===== config.mk =====
export PLATFORM = sky130hd
export DESIGN_NAME = qfu_ram
export DESIGN_NICKNAME = d
export VERILOG_FILES = /design/src/rtl/qfu_ram.sv
export SDC_FILE = /design/constraint.sdc
export NUM_CORES = 1
export LEC_CHECK = 0
export BUFFER_PORTS_ARGS = -buffer_cell sky130_fd_sc_hd__clkbuf_2
export CAP_MARGIN = 0
export CORE_MARGIN = 5
export CORE_UTILIZATION = 37
export DETAILED_ROUTE_END_ITERATION = 8
export HOLD_SLACK_MARGIN = 0.08
export SYNTH_ARGS = -nofsm -noshare
export SYNTH_HDL_FRONTEND = slang
export SYNTH_SLANG_ARGS = --single-unit

===== constraint.sdc =====
create_clock -name clk_i -period 1.8 [get_ports clk_i]
set_input_delay 0.18 -clock clk_i [delete_from_list [all_inputs] [get_ports clk_i]]
set_output_delay 0.18 -clock clk_i [all_outputs]
set_load 0.05 [all_outputs]

===== src/rtl/qfu_ram.sv =====
`default_nettype none
module qfu_ram #(
  parameter int unsigned WIDTH = 8,
  parameter int unsigned DEPTH = 16
) (
  input  wire logic                     clk_i,
  input  wire logic                     we_i,
  input  wire logic [$clog2(DEPTH)-1:0] waddr_i,
  input  wire logic [WIDTH-1:0]         wdata_i,
  input  wire logic [$clog2(DEPTH)-1:0] raddr0_i,
  input  wire logic [$clog2(DEPTH)-1:0] raddr1_i,
  output logic      [WIDTH-1:0]         rdata0_o,
  output logic      [WIDTH-1:0]         rdata1_o
);

  logic [WIDTH-1:0] mem [DEPTH];

  always_ff @(posedge clk_i) begin
    if (we_i) begin
      mem[waddr_i] <= wdata_i;
    end
  end

  always_ff @(posedge clk_i) begin
    rdata0_o <= mem[raddr0_i];
    rdata1_o <= mem[raddr1_i];
  end

endmodule
`default_nettype wire


==> impl_metrics.toml <==
[routing]
average_wire_per_cell_in_the_routed_design_um = 23.4
routed_wl_mm = 14.2
vias_per_cell = 5.52
detailroute.via_count = 3338
number_of_nets_still_failing_antenna_checks_after_routing = 0
drtIter0Drc = 264
detail_route.first_pass.iterations = 4
drc_errors = 0

[sta]
max-slew-margin-rel = 0.436
fin_worst_skew_ps = 9.31
setup_total_negative_slack_ps = 0
grt_setup_unrepaired = "no"
report.final.hold_viol_count = 0
timing.final.crit_share = 0.842
clock.fmax_mhz = 659
setup_violations = 0
holdWs_ps = 206
final-max-slew-violation-count = 0
max_slew.worst_pin.slew_ps = 845
post-route-min-period_ps = 1520

[cts]
cts_buffers = 17
cts_tree = "built"
post_cts_setup_repair_bufs = 0
cts_max_level = 4
cts_hold_repair.buffers = 0
clockRootBuffer = "clkbuf_16"
clk_latency_ps = 410
cts_buffer_depth = 2
clk_pin_slew_worst_paths_ps = 50
clock_tree_sinks = 144
cts_resized = 0

[global_route]
antenna_found_initial = 1
grt.overflow.total = 0
grt_first_pass_wirelength_mm = 21.3
groute.usage.overall = 0.149
grt_max_degree = 18
via_count_of_the_first_global_routing_pass = 3565

[floorplan]
die_w_um = 141
top_level_ports = 38
initial_utilization = 0.380
die_y_um = 141
fp.dieArea_um2 = 19900
row_count = 47
core_area_um2 = 16700

[layout]
layout-drive-gt1-share = 0.325
antenna_cells = 0
area_growth_syn_to_layout_pct = 17.4
nets = 394
post-route-util = 0.446

[worst_hold_path]
holdCritPathClass = "input pin to flip-flop"

[worst_setup_path]
cp-start-kind = "flip-flop"
cp_data_required_time_ps = 2090
setup.worst_path.class = "flip-flop to flip-flop"
slowest_stage = "mux4_4"
critical_path_arrival_ps = 1800
crit_path_end_kind = "flip-flop"
cp_cell_sequence = "mux4_4 > a22oi_1 > nand2_1"
slowest_delay_ps = 600
worst_path_dominant_cell_family = "multiplexers"
critical_path.n_buffers_inverters = 0
path_max_fanout = 2

[yosys]
postSynthAreaPerCell_um2 = 20.7
ys_async_sr_fraction = 0
ys_ff_latch = 144
syn-instance-count = 307
synth_top_cells_by_count = "edfxtp_1, mux4_2, a22oi_1"
net_count_of_the_mapped_netlist = 329
top_cells_by_area_synth = "edfxtp_1, mux4_2, mux4_1, dfxtp_1, a22oi_1"
synth-seq-area-share = 0.656
synth_most_common_cell = "edfxtp_1"
count_of_flip_flops_with_a_built_in_enable_after_synthesis = 128
synth.lib_cells_used.distinct = 20
synthesis.yosys.warnings = 0
post-synth-top-area-fraction = 0.606
synth_area_um2 = 6350
synth_largest_area_cell = "edfxtp_1"
postSynth.topFlopCell = "edfxtp_1"

[place]
port-buffer-count = 37
place.gp.congestion = 0.765
post_dp_hpwl_mm = 9.62

[run]
maxCapViolations = 0

[power]
power.ir.vdd_worst_uv = 695
total_leakage_power_nw = 2.59
power_per_cell_area_nw_per_um2 = 1020

[outcome]
outcome = "completed"
[logic make-up after synthesis]
family / count (synthesis) / synth area share
flip-flops: 144 / 0.656
AND/OR/NAND/NOR: 47 / 0.0343
multiplexers: 64 / 0.244
AO/OA/AOI/OAI: 32 / 0.0379
buffers and inverters: 20 / 0.0272
[state kept, by name (all words and copies together) (netlist names)]
signal,cells
rdata0_o,8
rdata1_o,8
mem,128
[metal layers]
metal  GRT usage  part of all wire  routed length, µm  vias to the layer above
met4      0.0454             0.015                217                        2
met5           0           0.00049                  7                        -
li1            -                 -                  -                     1467
met2       0.252              0.51               7180                      104
met1       0.188              0.40               5680                     1749
met3      0.0433             0.077               1090                       16
[through the flow]
stage / std cells / cell area [µm²] / power, mW / setup slack, ps
floorplan: 307 / 6350 / 4.32 / 127
global placement: 573 / 6930 / 4.57 / 94.4
detailed placement: 573 / 6930 / 4.58 / 91.0
CTS: 605 / 7450 / 7.65 / 281
global route: 605 / 7450 / 7.85 / 223
finish: 605 / 7450 / 7.59 / 284
[layout by cell type (no fill, tap or decap), drive strengths merged]
cell	n
and2	2
nor2b	2
nand3b	2
nand2	17
and2b	2
mux4	64
nor2	14
clkbuf	68
buf	29
dfxtp	16
nand3	1
nor3	4
edfxtp	128
or3b	1
a22oi	32
clkinv	1
nand2b	2
[power breakdown]
part / switching (mW) / internal [mW] / leakage [nW] / total, mW
clock: 1.18 / 1.91 / 0.254 / 3.08
combinational: 0.443 / 0.278 / 1.04 / 0.721
sequential: 0.0421 / 3.74 / 1.29 / 3.79
total: 1.66 / 5.93 / 2.59 / 7.59
[final timing paths]
path,endpoint,depth (start not counted),slack [ps],startpoint
worst max-delay path,rdata1_o[7],3,280,mem[3][7]
worst max register to register,rdata1_o[7],3,280,mem[3][7]
worst min-delay path,mem[11][5],1,210,wdata_i[5]
worst min register to register,rdata1_o[6],3,700,mem[12][6]
[worst reg2reg max path, delay by kind of cell (launching register included)]
| kind | cells | cell delay, ps |
|---|---|---|
| mux | 1 | 600 |
| flops | 1 | 380 |
| compound gates | 1 | 320 |
| simple gates | 1 | 90 |
[area by class of cell]
class	instances	area, µm²
clock inverters	1	5.00
well taps	220	275
repair buffers	66	478
fillers	1460	9250
clock buffers	31	518
flip-flops and latches	144	4160
multi-input cells	143	2010
No activity file was read; power rests on OpenSTA's default activity.
